File: src/hw/rtl/clfs_pkg.sv
// Shared constants, codes and types for the line follower steering block.
// No dependencies; every other file takes names from here by scope.
package clfs_pkg;

    localparam int SAMPLE_W    = 10;               // width of a sample field on the port
    localparam int SAMPLE_BITS = 10;               // bits of a sample that are used
    localparam int NCH         = 6;
    localparam int CH_W        = $clog2(NCH);
    localparam int LEVEL_W     = 7;
    localparam int LEVEL_MAX   = 100;
    localparam int DUTY_W      = 9;
    localparam int DUTY_TOP    = 256;
    localparam int CORR_W      = DUTY_W + 3;
    localparam int SUM_W       = DUTY_W + 4;

    // Normalizing divider: one quotient bit per step, quotient always below 128
    localparam int DIV_STEPS   = LEVEL_W;
    localparam int STEP_W      = $clog2(DIV_STEPS);
    localparam int N_W         = SAMPLE_BITS + 1;
    localparam int DVD_W       = SAMPLE_BITS + DIV_STEPS;
    localparam int DVS_W       = SAMPLE_BITS + DIV_STEPS - 1;

    localparam logic [SAMPLE_BITS-1:0] SMASK = {SAMPLE_BITS{1'b1}};

    // Function codes
    localparam logic [1:0] FUNC_CLEAR = 2'd0;
    localparam logic [1:0] FUNC_CAL   = 2'd1;
    localparam logic [1:0] FUNC_DRIVE = 2'd2;
    localparam logic [1:0] FUNC_START = 2'd3;

    // Configuration register indexes
    localparam int CFG_IDX_W  = 3;
    localparam int CFG_DATA_W = 9;
    localparam logic [CFG_IDX_W-1:0] CFG_THRESHOLD = 3'd0;
    localparam logic [CFG_IDX_W-1:0] CFG_BASE      = 3'd1;
    localparam logic [CFG_IDX_W-1:0] CFG_OUTER     = 3'd2;
    localparam logic [CFG_IDX_W-1:0] CFG_MIDDLE    = 3'd3;
    localparam logic [CFG_IDX_W-1:0] CFG_INNER     = 3'd4;

    localparam logic [LEVEL_W-1:0] THRESHOLD_RST = 7'd30;
    localparam logic [DUTY_W-1:0]  BASE_RST      = 9'd102;
    localparam logic [DUTY_W-1:0]  OUTER_RST     = 9'd120;
    localparam logic [DUTY_W-1:0]  MIDDLE_RST    = 9'd10;
    localparam logic [DUTY_W-1:0]  INNER_RST     = 9'd3;

    // Channel-4 crosstalk fix, keyed on channel 3
    localparam int XT_REF_CH = 3;
    localparam int XT_FIX_CH = 4;
    localparam logic [LEVEL_W-1:0] XT_HI_LO  = 7'd50;
    localparam logic [LEVEL_W-1:0] XT_HI_HI  = 7'd75;
    localparam logic [LEVEL_W-1:0] XT_HI_VAL = 7'd20;
    localparam logic [LEVEL_W-1:0] XT_LO_LO  = 7'd10;
    localparam logic [LEVEL_W-1:0] XT_LO_HI  = 7'd15;
    localparam logic [LEVEL_W-1:0] XT_LO_VAL = 7'd75;

    typedef logic [NCH-1:0][SAMPLE_BITS-1:0] raw_vec_t;

    typedef struct packed {
        logic            load;
        logic            setup;
        logic            step;
        logic            last;
        logic            fix;
        logic            calc;
        logic            commit;
        logic [CH_W-1:0] ch;
    } cmd_t;

    typedef struct packed {
        logic [1:0] func;
        logic       out_free;
    } sts_t;

endpackage

File: src/hw/rtl/clfs_if.sv
// Valid/ready channel interfaces: input items, result items, config writes.
// Depends on clfs_pkg for field widths.
interface clfs_in_if;
    logic                          valid;
    logic                          ready;
    logic [1:0]                    func;
    logic [clfs_pkg::SAMPLE_W-1:0] sample_0;
    logic [clfs_pkg::SAMPLE_W-1:0] sample_1;
    logic [clfs_pkg::SAMPLE_W-1:0] sample_2;
    logic [clfs_pkg::SAMPLE_W-1:0] sample_3;
    logic [clfs_pkg::SAMPLE_W-1:0] sample_4;
    logic [clfs_pkg::SAMPLE_W-1:0] sample_5;

    modport source (output valid, func, sample_0, sample_1, sample_2, sample_3,
                    sample_4, sample_5, input ready);
    modport sink   (input valid, func, sample_0, sample_1, sample_2, sample_3,
                    sample_4, sample_5, output ready);
endinterface

interface clfs_out_if;
    logic                        valid;
    logic                        ready;
    logic [clfs_pkg::DUTY_W-1:0] left_pwm;
    logic [clfs_pkg::DUTY_W-1:0] right_pwm;
    logic [clfs_pkg::NCH-1:0]    line_bits;
    logic                        line_lost;
    logic                        kickstart;

    modport source (output valid, left_pwm, right_pwm, line_bits, line_lost, kickstart,
                    input ready);
    modport sink   (input valid, left_pwm, right_pwm, line_bits, line_lost, kickstart,
                    output ready);
endinterface

interface clfs_cfg_if;
    logic                            valid;
    logic                            ready;
    logic [clfs_pkg::CFG_IDX_W-1:0]  index;
    logic [clfs_pkg::CFG_DATA_W-1:0] data;

    modport source (output valid, index, data, input ready);
    modport sink   (input valid, index, data, output ready);
endinterface

File: src/hw/rtl/clfs_ctrl.sv
// Sequencer: decode; drive items then per-channel normalize, fix, sum; then emit.
// Depends on clfs_pkg for the command and status structs.
module clfs_ctrl (
    input  logic           clk,
    input  logic           rst_n,
    input  logic           in_valid,
    output logic           in_ready,
    input  clfs_pkg::sts_t sts,
    output clfs_pkg::cmd_t cmd
);

    localparam logic [2:0] S_IDLE   = 3'd0;
    localparam logic [2:0] S_DECODE = 3'd1;
    localparam logic [2:0] S_SETUP  = 3'd2;
    localparam logic [2:0] S_DIV    = 3'd3;
    localparam logic [2:0] S_FIX    = 3'd4;
    localparam logic [2:0] S_CALC   = 3'd5;
    localparam logic [2:0] S_EMIT   = 3'd6;

    logic [2:0]                    state_reg, state_next;
    logic [clfs_pkg::CH_W-1:0]     ch_reg, ch_next;
    logic [clfs_pkg::STEP_W-1:0]   step_reg, step_next;
    logic                          last_step;

    assign in_ready  = (state_reg == S_IDLE);
    assign last_step = (step_reg == clfs_pkg::STEP_W'(clfs_pkg::DIV_STEPS - 1));

    always_comb
    begin
        state_next = state_reg;
        ch_next    = ch_reg;
        step_next  = step_reg;
        cmd        = '0;
        cmd.ch     = ch_reg;
        unique case (state_reg)
            S_IDLE:
            begin
                cmd.load = in_valid;
                if (in_valid)
                begin
                    state_next = S_DECODE;
                end
            end
            S_DECODE:
            begin
                ch_next = '0;
                if (sts.func == clfs_pkg::FUNC_DRIVE)
                begin
                    state_next = S_SETUP;
                end
                else
                begin
                    state_next = S_EMIT;
                end
            end
            S_SETUP:
            begin
                cmd.setup  = 1'b1;
                step_next  = '0;
                state_next = S_DIV;
            end
            S_DIV:
            begin
                cmd.step = 1'b1;
                cmd.last = last_step;
                if (!last_step)
                begin
                    step_next = step_reg + 1'b1;
                end
                else if (ch_reg == clfs_pkg::CH_W'(clfs_pkg::NCH - 1))
                begin
                    state_next = S_FIX;
                end
                else
                begin
                    ch_next    = ch_reg + 1'b1;
                    state_next = S_SETUP;
                end
            end
            S_FIX:
            begin
                cmd.fix    = 1'b1;
                state_next = S_CALC;
            end
            S_CALC:
            begin
                cmd.calc   = 1'b1;
                state_next = S_EMIT;
            end
            S_EMIT:
            begin
                // hold until the output register can take the result
                if (sts.out_free)
                begin
                    cmd.commit = 1'b1;
                    state_next = S_IDLE;
                end
            end
            default:
            begin
                state_next = S_IDLE;
            end
        endcase
    end

    always_ff @(posedge clk or negedge rst_n)
    begin
        if (!rst_n)
        begin
            state_reg <= S_IDLE;
            ch_reg    <= '0;
            step_reg  <= '0;
        end
        else
        begin
            state_reg <= state_next;
            ch_reg    <= ch_next;
            step_reg  <= step_next;
        end
    end

endmodule

File: src/hw/rtl/clfs_dp.sv
// Datapath: config and calibration registers, shared restoring divider,
// crosstalk fix, weighted steering sum and the output register. Uses clfs_pkg.
module clfs_dp (
    input  logic                              clk,
    input  logic                              rst_n,
    input  clfs_pkg::cmd_t                    cmd,
    output clfs_pkg::sts_t                    sts,
    input  logic                              cfg_we,
    input  logic [clfs_pkg::CFG_IDX_W-1:0]    cfg_index,
    input  logic [clfs_pkg::CFG_DATA_W-1:0]   cfg_data,
    input  logic [1:0]                        in_func,
    input  clfs_pkg::raw_vec_t                in_raw,
    input  logic                              out_ready,
    output logic                              out_valid,
    output logic [clfs_pkg::DUTY_W-1:0]       left_pwm,
    output logic [clfs_pkg::DUTY_W-1:0]       right_pwm,
    output logic [clfs_pkg::NCH-1:0]          line_bits,
    output logic                              line_lost,
    output logic                              kickstart
);

    localparam int NCH = clfs_pkg::NCH;
    localparam int SB  = clfs_pkg::SAMPLE_BITS;
    localparam int LW  = clfs_pkg::LEVEL_W;
    localparam int DW  = clfs_pkg::DUTY_W;
    localparam logic signed [clfs_pkg::SUM_W-1:0] DUTY_TOP_S =
        clfs_pkg::SUM_W'(clfs_pkg::DUTY_TOP);

    function automatic logic [DW-1:0] sat_duty(input logic signed [clfs_pkg::SUM_W-1:0] v);
        logic [DW-1:0] r;
        if (v < 0)
        begin
            r = '0;
        end
        else if (v > DUTY_TOP_S)
        begin
            r = DW'(clfs_pkg::DUTY_TOP);
        end
        else
        begin
            r = v[DW-1:0];
        end
        return r;
    endfunction

    // configuration
    logic [LW-1:0] thresh_reg, thresh_next;
    logic [DW-1:0] base_reg, base_next;
    logic [DW-1:0] outer_reg, outer_next;
    logic [DW-1:0] middle_reg, middle_next;
    logic [DW-1:0] inner_reg, inner_next;

    // block state
    logic [NCH-1:0][SB-1:0] min_reg, min_next;
    logic [NCH-1:0][SB-1:0] max_reg, max_next;
    logic [NCH-1:0][LW-1:0] level_reg, level_next;
    logic [DW-1:0]          last_left_reg, last_left_next;
    logic [DW-1:0]          last_right_reg, last_right_next;
    logic                   kick_armed_reg, kick_armed_next;

    // item and working registers
    logic [1:0]                          func_reg, func_next;
    clfs_pkg::raw_vec_t                  raw_reg, raw_next;
    logic [clfs_pkg::DVD_W-1:0]          rem_reg, rem_next;
    logic [clfs_pkg::DVS_W-1:0]          dvs_reg, dvs_next;
    logic [LW-1:0]                       quo_reg, quo_next;
    logic                                div_go_reg, div_go_next;
    logic [NCH-1:0]                      bits_reg, bits_next;
    logic signed [clfs_pkg::CORR_W-1:0]  corr_reg, corr_next;

    // output register
    logic           out_valid_reg, out_valid_next;
    logic [DW-1:0]  left_reg, left_next;
    logic [DW-1:0]  right_reg, right_next;
    logic [NCH-1:0] obits_reg, obits_next;
    logic           lost_reg, lost_next;
    logic           kick_reg, kick_next;

    // channel setup terms
    logic [SB-1:0]                     sel_raw, sel_min, sel_max;
    logic signed [clfs_pkg::N_W-1:0]   n_s, d_s;
    logic [SB-1:0]                     abs_n, abs_d;
    logic                              rem_ge;
    logic [NCH-1:0][DW-1:0]            wmag;
    logic signed [clfs_pkg::SUM_W-1:0] base_s, lsum, rsum;
    logic [LW-1:0]                     ref_level;

    assign sel_raw = raw_reg[cmd.ch];
    assign sel_min = min_reg[cmd.ch];
    assign sel_max = max_reg[cmd.ch];
    assign n_s     = signed'({1'b0, sel_raw}) - signed'({1'b0, sel_min});
    assign d_s     = signed'({1'b0, sel_max}) - signed'({1'b0, sel_min});
    assign abs_n   = n_s[clfs_pkg::N_W-1] ? SB'(-n_s) : SB'(n_s);
    assign abs_d   = d_s[clfs_pkg::N_W-1] ? SB'(-d_s) : SB'(d_s);
    assign rem_ge  = (rem_reg >= clfs_pkg::DVD_W'(dvs_reg));

    assign wmag[0] = outer_reg;
    assign wmag[1] = middle_reg;
    assign wmag[2] = inner_reg;
    assign wmag[3] = inner_reg;
    assign wmag[4] = middle_reg;
    assign wmag[5] = outer_reg;

    assign base_s    = clfs_pkg::SUM_W'(signed'({1'b0, base_reg}));
    assign lsum      = base_s + clfs_pkg::SUM_W'(corr_reg);
    assign rsum      = base_s - clfs_pkg::SUM_W'(corr_reg);
    assign ref_level = level_reg[clfs_pkg::XT_REF_CH];

    always_comb
    begin
        thresh_next = thresh_reg;
        base_next   = base_reg;
        outer_next  = outer_reg;
        middle_next = middle_reg;
        inner_next  = inner_reg;
        if (cfg_we)
        begin
            unique case (cfg_index)
                clfs_pkg::CFG_THRESHOLD: thresh_next = cfg_data[LW-1:0];
                clfs_pkg::CFG_BASE:      base_next   = cfg_data;
                clfs_pkg::CFG_OUTER:     outer_next  = cfg_data;
                clfs_pkg::CFG_MIDDLE:    middle_next = cfg_data;
                clfs_pkg::CFG_INNER:     inner_next  = cfg_data;
                default:                 ;
            endcase
        end
    end

    always_comb
    begin
        func_next   = func_reg;
        raw_next    = raw_reg;
        rem_next    = rem_reg;
        dvs_next    = dvs_reg;
        quo_next    = quo_reg;
        div_go_next = div_go_reg;
        level_next  = level_reg;
        bits_next   = bits_reg;
        corr_next   = corr_reg;

        if (cmd.load)
        begin
            func_next = in_func;
            raw_next  = in_raw;
        end

        if (cmd.setup)
        begin
            div_go_next = 1'b0;
            rem_next    = clfs_pkg::DVD_W'(abs_n) * clfs_pkg::DVD_W'(clfs_pkg::LEVEL_MAX);
            dvs_next    = clfs_pkg::DVS_W'(abs_d) << (clfs_pkg::DIV_STEPS - 1);
            quo_next    = '0;
            // equal min and max keeps the old level
            if (d_s != 0)
            begin
                if (n_s == 0 || (n_s[clfs_pkg::N_W-1] != d_s[clfs_pkg::N_W-1]))
                begin
                    level_next[cmd.ch] = '0;
                end
                else if (abs_n >= abs_d)
                begin
                    level_next[cmd.ch] = LW'(clfs_pkg::LEVEL_MAX);
                end
                else
                begin
                    div_go_next = 1'b1;
                end
            end
        end

        if (cmd.step)
        begin
            if (rem_ge)
            begin
                rem_next = rem_reg - clfs_pkg::DVD_W'(dvs_reg);
            end
            quo_next = {quo_reg[LW-2:0], rem_ge};
            dvs_next = dvs_reg >> 1;
            if (cmd.last && div_go_reg)
            begin
                level_next[cmd.ch] = {quo_reg[LW-2:0], rem_ge};
            end
        end

        if (cmd.fix)
        begin
            if (ref_level >= clfs_pkg::XT_HI_LO && ref_level <= clfs_pkg::XT_HI_HI)
            begin
                level_next[clfs_pkg::XT_FIX_CH] = clfs_pkg::XT_HI_VAL;
            end
            else if (ref_level >= clfs_pkg::XT_LO_LO && ref_level <= clfs_pkg::XT_LO_HI)
            begin
                level_next[clfs_pkg::XT_FIX_CH] = clfs_pkg::XT_LO_VAL;
            end
        end

        if (cmd.calc)
        begin
            corr_next = '0;
            for (int i = 0; i < NCH; i++)
            begin
                bits_next[i] = (level_reg[i] < thresh_reg);
                if (bits_next[i])
                begin
                    // left-hand sensors steer negative
                    if (i < NCH / 2)
                    begin
                        corr_next = corr_next - clfs_pkg::CORR_W'(signed'({1'b0, wmag[i]}));
                    end
                    else
                    begin
                        corr_next = corr_next + clfs_pkg::CORR_W'(signed'({1'b0, wmag[i]}));
                    end
                end
            end
        end
    end

    always_comb
    begin
        min_next        = min_reg;
        max_next        = max_reg;
        last_left_next  = last_left_reg;
        last_right_next = last_right_reg;
        kick_armed_next = kick_armed_reg;
        out_valid_next  = out_valid_reg && !out_ready;
        left_next       = left_reg;
        right_next      = right_reg;
        obits_next      = obits_reg;
        lost_next       = lost_reg;
        kick_next       = kick_reg;

        if (cmd.commit)
        begin
            out_valid_next = 1'b1;
            left_next      = '0;
            right_next     = '0;
            obits_next     = '0;
            lost_next      = 1'b0;
            kick_next      = 1'b0;
            unique case (func_reg)
                clfs_pkg::FUNC_CLEAR:
                begin
                    for (int i = 0; i < NCH; i++)
                    begin
                        min_next[i] = clfs_pkg::SMASK;
                        max_next[i] = '0;
                    end
                end
                clfs_pkg::FUNC_CAL:
                begin
                    for (int i = 0; i < NCH; i++)
                    begin
                        if (raw_reg[i] > max_reg[i])
                        begin
                            max_next[i] = raw_reg[i];
                        end
                        if (raw_reg[i] < min_reg[i])
                        begin
                            min_next[i] = raw_reg[i];
                        end
                    end
                end
                clfs_pkg::FUNC_START:
                begin
                    last_left_next  = '0;
                    last_right_next = '0;
                    kick_armed_next = 1'b1;
                end
                clfs_pkg::FUNC_DRIVE:
                begin
                    kick_next       = kick_armed_reg;
                    kick_armed_next = 1'b0;
                    obits_next      = bits_reg;
                    if (bits_reg == '0)
                    begin
                        // no line: repeat the last duties
                        lost_next  = 1'b1;
                        left_next  = last_left_reg;
                        right_next = last_right_reg;
                    end
                    else
                    begin
                        left_next       = sat_duty(lsum);
                        right_next      = sat_duty(rsum);
                        last_left_next  = sat_duty(lsum);
                        last_right_next = sat_duty(rsum);
                    end
                end
                default:
                begin
                end
            endcase
        end
    end

    always_ff @(posedge clk or negedge rst_n)
    begin
        if (!rst_n)
        begin
            thresh_reg     <= clfs_pkg::THRESHOLD_RST;
            base_reg       <= clfs_pkg::BASE_RST;
            outer_reg      <= clfs_pkg::OUTER_RST;
            middle_reg     <= clfs_pkg::MIDDLE_RST;
            inner_reg      <= clfs_pkg::INNER_RST;
            for (int i = 0; i < NCH; i++)
            begin
                min_reg[i]   <= clfs_pkg::SMASK;
                max_reg[i]   <= '0;
                level_reg[i] <= '0;
            end
            last_left_reg  <= '0;
            last_right_reg <= '0;
            kick_armed_reg <= 1'b1;
            div_go_reg     <= 1'b0;
            out_valid_reg  <= 1'b0;
        end
        else
        begin
            thresh_reg     <= thresh_next;
            base_reg       <= base_next;
            outer_reg      <= outer_next;
            middle_reg     <= middle_next;
            inner_reg      <= inner_next;
            min_reg        <= min_next;
            max_reg        <= max_next;
            level_reg      <= level_next;
            last_left_reg  <= last_left_next;
            last_right_reg <= last_right_next;
            kick_armed_reg <= kick_armed_next;
            div_go_reg     <= div_go_next;
            out_valid_reg  <= out_valid_next;
        end
    end

    always_ff @(posedge clk)
    begin
        func_reg  <= func_next;
        raw_reg   <= raw_next;
        rem_reg   <= rem_next;
        dvs_reg   <= dvs_next;
        quo_reg   <= quo_next;
        bits_reg  <= bits_next;
        corr_reg  <= corr_next;
        left_reg  <= left_next;
        right_reg <= right_next;
        obits_reg <= obits_next;
        lost_reg  <= lost_next;
        kick_reg  <= kick_next;
    end

    assign sts.func     = func_reg;
    assign sts.out_free = !out_valid_reg || out_ready;

    assign out_valid = out_valid_reg;
    assign left_pwm  = left_reg;
    assign right_pwm = right_reg;
    assign line_bits = obits_reg;
    assign line_lost = lost_reg;
    assign kickstart = kick_reg;

endmodule

File: src/hw/rtl/calibrated_line_follower_steering.sv
// Top level of the line follower steering block: controller plus datapath.
// Depends on clfs_pkg, the channel interfaces, clfs_ctrl and clfs_dp.
//
// Channels: in_ch takes one item (func code and six raw samples), out_ch
// gives exactly one result item per input item, cfg_ch writes a register
// by index (0 threshold, 1 base duty, 2..4 outer/middle/inner weight);
// other indexes are ignored. cfg_ch is always ready; write only while idle.
// Sequence: a clear, calibrate or start item passes through decode to the result
// load, and in_ch is ready again in the same cycle that its result becomes valid.
// A drive item passes through these steps: a decode step, then each of the six
// channels is normalized in turn on one shared restoring divider (a setup step
// plus seven quotient bits), then the crosstalk fix, the steering sum and the
// result load. in_ch is ready again once the result is loaded into the output
// register, so the next item is taken while the result waits on out_ch.
// Stalls: with out_ch stalled the result holds and a finished item waits in
// the controller until the output register frees up.
// Reset: config registers return to their defaults, calibration cleared (min all
// ones, max zero), levels and last duties zero, kickstart armed.
module calibrated_line_follower_steering (
    input  logic        clk,
    input  logic        rst_n,
    clfs_in_if.sink     in_ch,
    clfs_out_if.source  out_ch,
    clfs_cfg_if.sink    cfg_ch
);

    clfs_pkg::cmd_t     cmd;
    clfs_pkg::sts_t     sts;
    clfs_pkg::raw_vec_t in_raw;
    logic               in_ready;

    assign cfg_ch.ready = 1'b1;
    assign in_ch.ready  = in_ready;

    assign in_raw[0] = clfs_pkg::SAMPLE_BITS'(in_ch.sample_0);
    assign in_raw[1] = clfs_pkg::SAMPLE_BITS'(in_ch.sample_1);
    assign in_raw[2] = clfs_pkg::SAMPLE_BITS'(in_ch.sample_2);
    assign in_raw[3] = clfs_pkg::SAMPLE_BITS'(in_ch.sample_3);
    assign in_raw[4] = clfs_pkg::SAMPLE_BITS'(in_ch.sample_4);
    assign in_raw[5] = clfs_pkg::SAMPLE_BITS'(in_ch.sample_5);

    clfs_ctrl u_ctrl (
        .clk      (clk),
        .rst_n    (rst_n),
        .in_valid (in_ch.valid),
        .in_ready (in_ready),
        .sts      (sts),
        .cmd      (cmd)
    );

    clfs_dp u_dp (
        .clk        (clk),
        .rst_n      (rst_n),
        .cmd        (cmd),
        .sts        (sts),
        .cfg_we     (cfg_ch.valid),
        .cfg_index  (cfg_ch.index),
        .cfg_data   (cfg_ch.data),
        .in_func    (in_ch.func),
        .in_raw     (in_raw),
        .out_ready  (out_ch.ready),
        .out_valid  (out_ch.valid),
        .left_pwm   (out_ch.left_pwm),
        .right_pwm  (out_ch.right_pwm),
        .line_bits  (out_ch.line_bits),
        .line_lost  (out_ch.line_lost),
        .kickstart  (out_ch.kickstart)
    );

endmodule

File: src/flat_wrapper.sv
// flat-port wrapper written by rule: the top's interface ports become plain ports
module calibrated_line_follower_steering_flat 
  (clk, rst_n, in_ch_valid, in_ch_func, in_ch_sample_0, in_ch_sample_1, in_ch_sample_2, in_ch_sample_3, in_ch_sample_4, in_ch_sample_5, in_ch_ready, out_ch_valid, out_ch_left_pwm, out_ch_right_pwm, out_ch_line_bits, out_ch_line_lost, out_ch_kickstart, out_ch_ready, cfg_ch_valid, cfg_ch_index, cfg_ch_data, cfg_ch_ready);
  clfs_in_if in_ch_i ();
  clfs_out_if out_ch_i ();
  clfs_cfg_if cfg_ch_i ();
  input  logic clk;
  input  logic rst_n;
  input wire logic [$bits(in_ch_i.valid)-1:0] in_ch_valid;
  input wire logic [$bits(in_ch_i.func)-1:0] in_ch_func;
  input wire logic [$bits(in_ch_i.sample_0)-1:0] in_ch_sample_0;
  input wire logic [$bits(in_ch_i.sample_1)-1:0] in_ch_sample_1;
  input wire logic [$bits(in_ch_i.sample_2)-1:0] in_ch_sample_2;
  input wire logic [$bits(in_ch_i.sample_3)-1:0] in_ch_sample_3;
  input wire logic [$bits(in_ch_i.sample_4)-1:0] in_ch_sample_4;
  input wire logic [$bits(in_ch_i.sample_5)-1:0] in_ch_sample_5;
  output wire logic [$bits(in_ch_i.ready)-1:0] in_ch_ready;
  output wire logic [$bits(out_ch_i.valid)-1:0] out_ch_valid;
  output wire logic [$bits(out_ch_i.left_pwm)-1:0] out_ch_left_pwm;
  output wire logic [$bits(out_ch_i.right_pwm)-1:0] out_ch_right_pwm;
  output wire logic [$bits(out_ch_i.line_bits)-1:0] out_ch_line_bits;
  output wire logic [$bits(out_ch_i.line_lost)-1:0] out_ch_line_lost;
  output wire logic [$bits(out_ch_i.kickstart)-1:0] out_ch_kickstart;
  input wire logic [$bits(out_ch_i.ready)-1:0] out_ch_ready;
  input wire logic [$bits(cfg_ch_i.valid)-1:0] cfg_ch_valid;
  input wire logic [$bits(cfg_ch_i.index)-1:0] cfg_ch_index;
  input wire logic [$bits(cfg_ch_i.data)-1:0] cfg_ch_data;
  output wire logic [$bits(cfg_ch_i.ready)-1:0] cfg_ch_ready;
  assign in_ch_i.valid = in_ch_valid;
  assign in_ch_i.func = in_ch_func;
  assign in_ch_i.sample_0 = in_ch_sample_0;
  assign in_ch_i.sample_1 = in_ch_sample_1;
  assign in_ch_i.sample_2 = in_ch_sample_2;
  assign in_ch_i.sample_3 = in_ch_sample_3;
  assign in_ch_i.sample_4 = in_ch_sample_4;
  assign in_ch_i.sample_5 = in_ch_sample_5;
  assign in_ch_ready = in_ch_i.ready;
  assign out_ch_valid = out_ch_i.valid;
  assign out_ch_left_pwm = out_ch_i.left_pwm;
  assign out_ch_right_pwm = out_ch_i.right_pwm;
  assign out_ch_line_bits = out_ch_i.line_bits;
  assign out_ch_line_lost = out_ch_i.line_lost;
  assign out_ch_kickstart = out_ch_i.kickstart;
  assign out_ch_i.ready = out_ch_ready;
  assign cfg_ch_i.valid = cfg_ch_valid;
  assign cfg_ch_i.index = cfg_ch_index;
  assign cfg_ch_i.data = cfg_ch_data;
  assign cfg_ch_ready = cfg_ch_i.ready;
  calibrated_line_follower_steering u_core (.clk(clk), .rst_n(rst_n), .in_ch(in_ch_i), .out_ch(out_ch_i), .cfg_ch(cfg_ch_i));
endmodule
File: config.mk
export PLATFORM = sky130hd
export DESIGN_NAME = calibrated_line_follower_steering_flat
export DESIGN_NICKNAME = d
export VERILOG_FILES = /design/src/hw/rtl/clfs_pkg.sv /design/src/hw/rtl/clfs_if.sv /design/src/hw/rtl/clfs_ctrl.sv /design/src/hw/rtl/clfs_dp.sv /design/src/hw/rtl/calibrated_line_follower_steering.sv /design/src/flat_wrapper.sv
export SDC_FILE = /design/constraint.sdc
export NUM_CORES = 1
export LEC_CHECK = 0
export BUFFER_PORTS_ARGS = -buffer_cell sky130_fd_sc_hd__buf_2
export CAP_MARGIN = 20
export CORE_AREA = 2 2 225 393
export CTS_BUF_LIST = sky130_fd_sc_hd__clkbuf_8
export CTS_CLUSTER_SIZE = 8
export DETAILED_ROUTE_END_ITERATION = 6
export DIE_AREA = 0 0 227 395
export GPL_TIMING_DRIVEN = 1
export MAX_ROUTING_LAYER = met4
export PLACE_DENSITY = 0.44
export SLEW_MARGIN = 10
export SYNTH_ARGS = -nofsm -noshare
export SYNTH_HDL_FRONTEND = slang
export SYNTH_HIERARCHICAL = 1
export SYNTH_SLANG_ARGS = --single-unit
File: constraint.sdc
create_clock -name clk -period 20.1 [get_ports clk]
set_input_delay 1.005 -clock clk [delete_from_list [all_inputs] [get_ports clk]]
set_output_delay 1.005 -clock clk [all_outputs]
set_load 0.02 [all_outputs]
# Word level (Yosys, flattened, before mapping)
# Cells that the tools add are included.
dict set report op_classes {
  muxes 84
  order_cmp 30
  n_mul 1
  bitwise_logic 5
  shifts 0
  reduce_logical 41
  n_div 0
  eq_ne 33
  n_addsub 15
}
# operator n
set ops {}
lappend ops {{$mux 42} 6}
lappend ops {{$pmux 60 s2} 2}
lappend ops {{$mux 10} 17}
lappend ops {{$mux 12} 11}
lappend ops {{$bmux 10 s3} 3}
lappend ops {{$gt 10x10->1} 6}
lappend ops {{$lt 10x10->1} 6}
lappend ops {{$mux 9} 6}
lappend ops {{$mux 17} 3}
lappend ops {{$and 42x42->42} 1}
lappend ops {{$bwmux 42} 1}
lappend ops {{$lt 7x7->1} 6}
lappend ops {{$not 42->42} 1}
lappend ops {{$reduce_and 3->1} 14}
lappend ops {{$add 12x10->12} 3}
lappend ops {{$pmux 9 s2} 2}
lappend ops {{$logic_not 32->1} 1}
lappend ops {{$ne 2x2->1 const B} 16}
lappend ops {{$reduce_bool 32->1} 1}
lappend ops {{$mux 15} 2}
lappend ops {{$mux 7} 4}
lappend ops {{$gt 13x10->1 const B} 2}
lappend ops {{$lt 13x1->1 const B} 2}
lappend ops {{$and 24x24->24} 1}
lappend ops {{other kinds (42)} 92}
dict set report totals {
  latch_bits 0
  ramBits 0
  register_bits 380
  wordCells 258
  output_inout_bits 29
  mem_count 0
  romBits 0
}

# Depth between registers and ports, before layout
dict set report depth {
  word_depth 17
  depth_mapped 38
}

# By module
# Netlist, hierarchy kept.
# mod area_per_inst_um2 instances cells_per_inst seq_area_each_um2
set by_module_without_submodules {}
lappend by_module_without_submodules {clfs_dp 25069.0 1 2493 9925.8}
lappend by_module_without_submodules {clfs_ctrl 641.9 1 72 225.2}
lappend by_module_without_submodules {calibrated_line_follower_steering 11.3 1 2 0.0}

# Worst setup path after synthesis
# Ideal clock, no wire load.
dict set report synth_path {
  path_type {reg2reg}
  from {reg u_core.u_dp.thresh_reg[1]}
  to {reg u_core/u_dp/corr_reg[11] (netlist bit), data pin}
  stages_incl_launch_ff 37
  arrival_ps 6760
  required_ps 19840
  slack_ps 13080
  path_cell_list {dfstp_2 > inv_1 > ha_1 > a211o_1 > a21oi_1 > clkbuf_1 > and2_1 > ha_1 > nor2b_1 > o21a_1 > nor2_1 > xnor2_1 > mux2_2 > ha_1 > o21a_1 > o31a_1 > a21oi_1 > mux2_2 > ha_1 > o21a_1 > o31ai_1 > nand2_1 > a211oi_1 > nor3_1 > a21o_1 > ha_1 > o21a_1 > o31a_1 > o21a_1 > nor2_1 > xnor2_1 > mux2_2 > ha_1 > or2_2 > o311a_1 > nand3_1 > xnor2_1}
}
dict set report synth_between {
  elab_chain_cells 17
}
# item line
set synth_lines {}
lappend synth_lines {{from (decl)} clfs_dp.sv:47} ;# logic [LW-1:0] thresh_reg, thresh_next;
lappend synth_lines {{from (signal assigned)} clfs_dp.sv:301} ;# thresh_reg <= clfs_pkg::THRESHOLD_RST;
lappend synth_lines {{from (signal assigned)} clfs_dp.sv:320} ;# thresh_reg <= thresh_next;
lappend synth_lines {{$lt 7x7->1} clfs_dp.sv:202} ;# bits_next[i] = (level_reg[i] < thresh_reg);
lappend synth_lines {{$mux 12} clfs_dp.sv:203} ;# if (bits_next[i])
lappend synth_lines {{$mux 12} clfs_dp.sv:197} ;# if (cmd.calc)
lappend synth_lines {{$sub 12x10->12} clfs_dp.sv:208} ;# corr_next = corr_next - clfs_pkg::CORR_W'(signed'({1'b0, wmag[i]}));
lappend synth_lines {{$mux 12} clfs_dp.sv:203}
lappend synth_lines {{$mux 12} clfs_dp.sv:197}
lappend synth_lines {{$sub 12x10->12} clfs_dp.sv:208}
lappend synth_lines {{$mux 12} clfs_dp.sv:203}
lappend synth_lines {{$mux 12} clfs_dp.sv:197}
lappend synth_lines {{$add 12x10->12} clfs_dp.sv:212} ;# corr_next = corr_next + clfs_pkg::CORR_W'(signed'({1'b0, wmag[i]}));
lappend synth_lines {{$mux 12} clfs_dp.sv:203}
lappend synth_lines {{$mux 12} clfs_dp.sv:197}
lappend synth_lines {{$add 12x10->12} clfs_dp.sv:212}
lappend synth_lines {{$mux 12} clfs_dp.sv:203}
lappend synth_lines {{$mux 12} clfs_dp.sv:197}
lappend synth_lines {{$add 12x10->12} clfs_dp.sv:212}
lappend synth_lines {{$mux 12 (*)} clfs_dp.sv:203}
lappend synth_lines {{to (signal assigned)} clfs_dp.sv:344} ;# corr_reg <= corr_next;
lappend synth_lines {{to (decl)} clfs_dp.sv:69} ;# logic signed [clfs_pkg::CORR_W-1:0] corr_reg, corr_next;
# Every way passes the cells marked *; elsewhere a longest branch is shown, timed or not. The select of a mux whose other input is x is not followed.
# A chain may end at the register's enable or synchronous reset.

# Worst setup path in the final report
dict set report layout_path {
  from {reg u_core.u_dp.thresh_reg[4]}
  to {reg u_core/u_dp/corr_reg[10] (netlist bit), data pin}
}
# Same word-level chain as after synthesis.

==> results by group <==
Timing
  – Slew Limit Headroom: 0.3017
  – Fin. max-slew vios: 0
  – Endpoints failing setup: 0
  – Fin crit share: 0.3837
  – Setup Skew: 42.05 ps
  – Fin. Hold Viols: 0
  – Unrepaired setup endpoints after global routing: false
  – F_max: 0.1297 GHz
  – Min Tclk post-route: 7713 ps
  – Worst-margin pin slew: 1048 ps
  – Fin Setup TNS: 0 ps

Floorplanning
  – Std-Cell Rows: 143
  – Core area: 0.08660 mm²
  – Die X-Extent: 227 µm
  – Die H: 395 µm
  – Starting Density: 0.2970
  – I/O pin count: 108
  – Die area: 0.08967 mm²

Yosys
  – Post-synth top area cell: dfrtp_1
  – Primary FF master, synth: dfrtp_1
  – Synth cell count leaders: 300 x ha_1, 242 x inv_1, 185 x nand2_1
  – Synth async-reset ratio: 0.6184
  – Sequential-to-total area share from yosys stat: 0.3946
  – EDFF count, synth: 127
  – Synth warn: 6
  – Area fraction of the dominant cell type after synthesis: 0.1537
  – Synth area leaders: dfrtp_1 15%, edfxtp_1 15%, ha_1 15%
  – Most frequent cell after synthesis: ha_1
  – FF+latch count, synth: 380
  – Post-Syn Nets: 2961
  – Number of standard cells after synthesis: 2567
  – Synth Area per Inst: 10.02 µm²
  – Cell Area, Synth: 0.02572 mm²
  – Yosys cell types: 92

Placement
  – GP Congestion: 0.9484
  – Hpwl dp: 69470 µm
  – Buffers on Ports: 106

Global routing
  – Largest net degree at the start of global routing: 82
  – GRT busiest layer: met2
  – GRT Resource Usage Total: 0.2039
  – GRT overflow: 0
  – First-pass GRT wire length: 131000 µm
  – Grt met3 use: 0.02763
  – GR Util met2: 0.3825
  – Vias in the first global route: 21240
  – GR Util met1: 0.1784
  – Initial antenna violation count: 4

Route
  – Routed wire per std cell: 22.47 µm
  – Drt drc: 0
  – Via-to-Cell Ratio: 5.192
  – Antenna-violating nets left: 0
  – First-pass DRT Iterations: 6
  – Total number of vias: 20290
  – Total Wirelength: 87820 µm
  – Initial DRC Count: 987

Setup path
  – Required @ worst endpoint: 20510 ps
  – Crit-path slowest cell: dfstp_2
  – WP data arrival: 8120 ps
  – CP startpoint kind: flip-flop
  – CP dominant cell by count: ha_1
  – Buffers & Inverters on Critical Path: 4
  – Worst Path Max Fanout: 13
  – Crit. End Element: flip-flop
  – WS Path Type: flip-flop to flip-flop
  – CP peak stage delay: 510 ps
  – Critical path's top delay family: compound AO/OA/AOI/OAI gates

Clock network
  – H-tree levels: 3
  – CTS Sinks: 380
  – CTS tree: yes
  – Worst-Skew Late Latency: 720 ps
  – Setup Buffers After CTS: 0
  – Root buffer cell: clkbuf_8
  – CTS Hold Bufs: 0
  – Register clock-pin slew on the reported worst setup and hold paths: 70 ps
  – CTS Buf Count: 68
  – Post_cts resized: 0
  – Max Buffers Root-to-Sink: 3

Cells and area
  – Share of layout cells above drive strength 1: 0.1420
  – Synth-to-Final Area Change: 12.62%
  – Layout fillers: 8960
  – Number of nets in the layout: 3085

Flow run
  – Maxcap violations: 0

Min path
  – Hold Path Class: primary input to async pin

Run status
  – Status: completed
through the flow:
| step | cells | hold slack (ps) | setup slack [ps] | utilization | instance area [µm²] |
|---|---|---|---|---|---|
| finish | 3908 | 223.2 | 12390 | 0.3345 | 28970 |
| detailed placement | 3781 | 455.4 | 12490 | 0.3191 | 27630 |
| floorplan | 2567 | 436.0 | 13080 | - | 25720 |
| CTS | 3906 | 233.0 | 12430 | 0.3345 | 28960 |
| global route | 3908 | 258.1 | 11790 | 0.3345 | 28970 |
| global placement | 3779 | 451.4 | 12640 | 0.3188 | 27610 |
cell type report:
class | count | area (µm²) | share of cell area
antenna | 2 | 5.005 | 0.0001728
clock buffer | 77 | 1060 | 0.03658
clock inverter | 48 | 269.0 | 0.009286
inverter | 245 | 919.6 | 0.03175
multi-input combinational | 1864 | 14370 | 0.4960
sequential | 380 | 10150 | 0.3504
tap | 1160 | 1451 | 0.05010
timing repair buffer | 132 | 743.2 | 0.02566
routing by layer:
metal	routed length, µm	vias to the layer above	part of all wire
met2	48410	572	0.55
met3	2967	227	0.034
met4	7902	0	0.090
met5	0	-	0
li1	-	9660	-
met1	28540	9833	0.33
path summary, 6_finish.rpt:
path / start / endpoint / slack (ps) / cells after the start
worst max-delay path: u_core/u_dp/thresh_reg[4]$_DFFE_PN1P_ / u_core/u_dp/corr_reg[10]$_DFFE_PP_ / 12390 / 38
worst min-delay path: rst_n / u_core/u_dp/inner_reg[3]$_DFFE_PN0P_ / 220 / 1
worst max register to register: u_core/u_dp/thresh_reg[4]$_DFFE_PN1P_ / u_core/u_dp/corr_reg[10]$_DFFE_PP_ / 12390 / 38
worst min register to register: u_core/u_dp/kick_armed_reg$_DFFE_PN1P_ / u_core/u_dp/kick_armed_reg$_DFFE_PN1P_ / 470 / 2
max in group asynchronous: rst_n / u_core/u_dp/max_reg[28]$_DFFE_PN0P_ / 17650 / 3
min in group clk: in_ch_sample_0[1] / u_core/u_dp/raw_reg[1]$_DFFE_PP_ / 470 / 1
cells in the final DEF, fill, tap and decap left out, types with 24 or more instances in the layout:
master,synthesis,layout
o21ai_0,125,125
nand3_1,46,46
a21o_1,75,75
nand2b_1,29,29
mux2i_1,76,76
mux2_2,53,53
dfstp_2,77,77
buf_2,4,105
o21a_1,56,56
nor2b_1,35,34
and2_1,35,34
xor2_1,25,25
clkbuf_8,0,77
ha_1,300,300
nand2_1,185,185
dfrtp_1,158,158
nor3_1,32,30
a21oi_1,144,144
xnor2_1,74,74
buf_4,3,24
nor2_1,110,109
edfxtp_1,127,127
inv_1,242,268
o22a_1,61,61
a22oi_1,68,68
cells by family (layout without fill, tap and decap cells):
family                     Yosys count  in the layout  share of synthesized area
other                                1              3                  0.0001458
muxes                              130            130                    0.05336
AOI/OAI and AO/OA                  759            759                     0.2058
DFF                                380            380                     0.3946
buffers and inverters              323            502                    0.04806
adders and majority gates          315            315                     0.1576
xor gates and xnor gates            99             99                    0.03371
and+or+nand+nor                    560            560                     0.1067
Power is not shown: default switching activity piles up to over one toggle a cycle in this logic, so the estimate is an artifact.
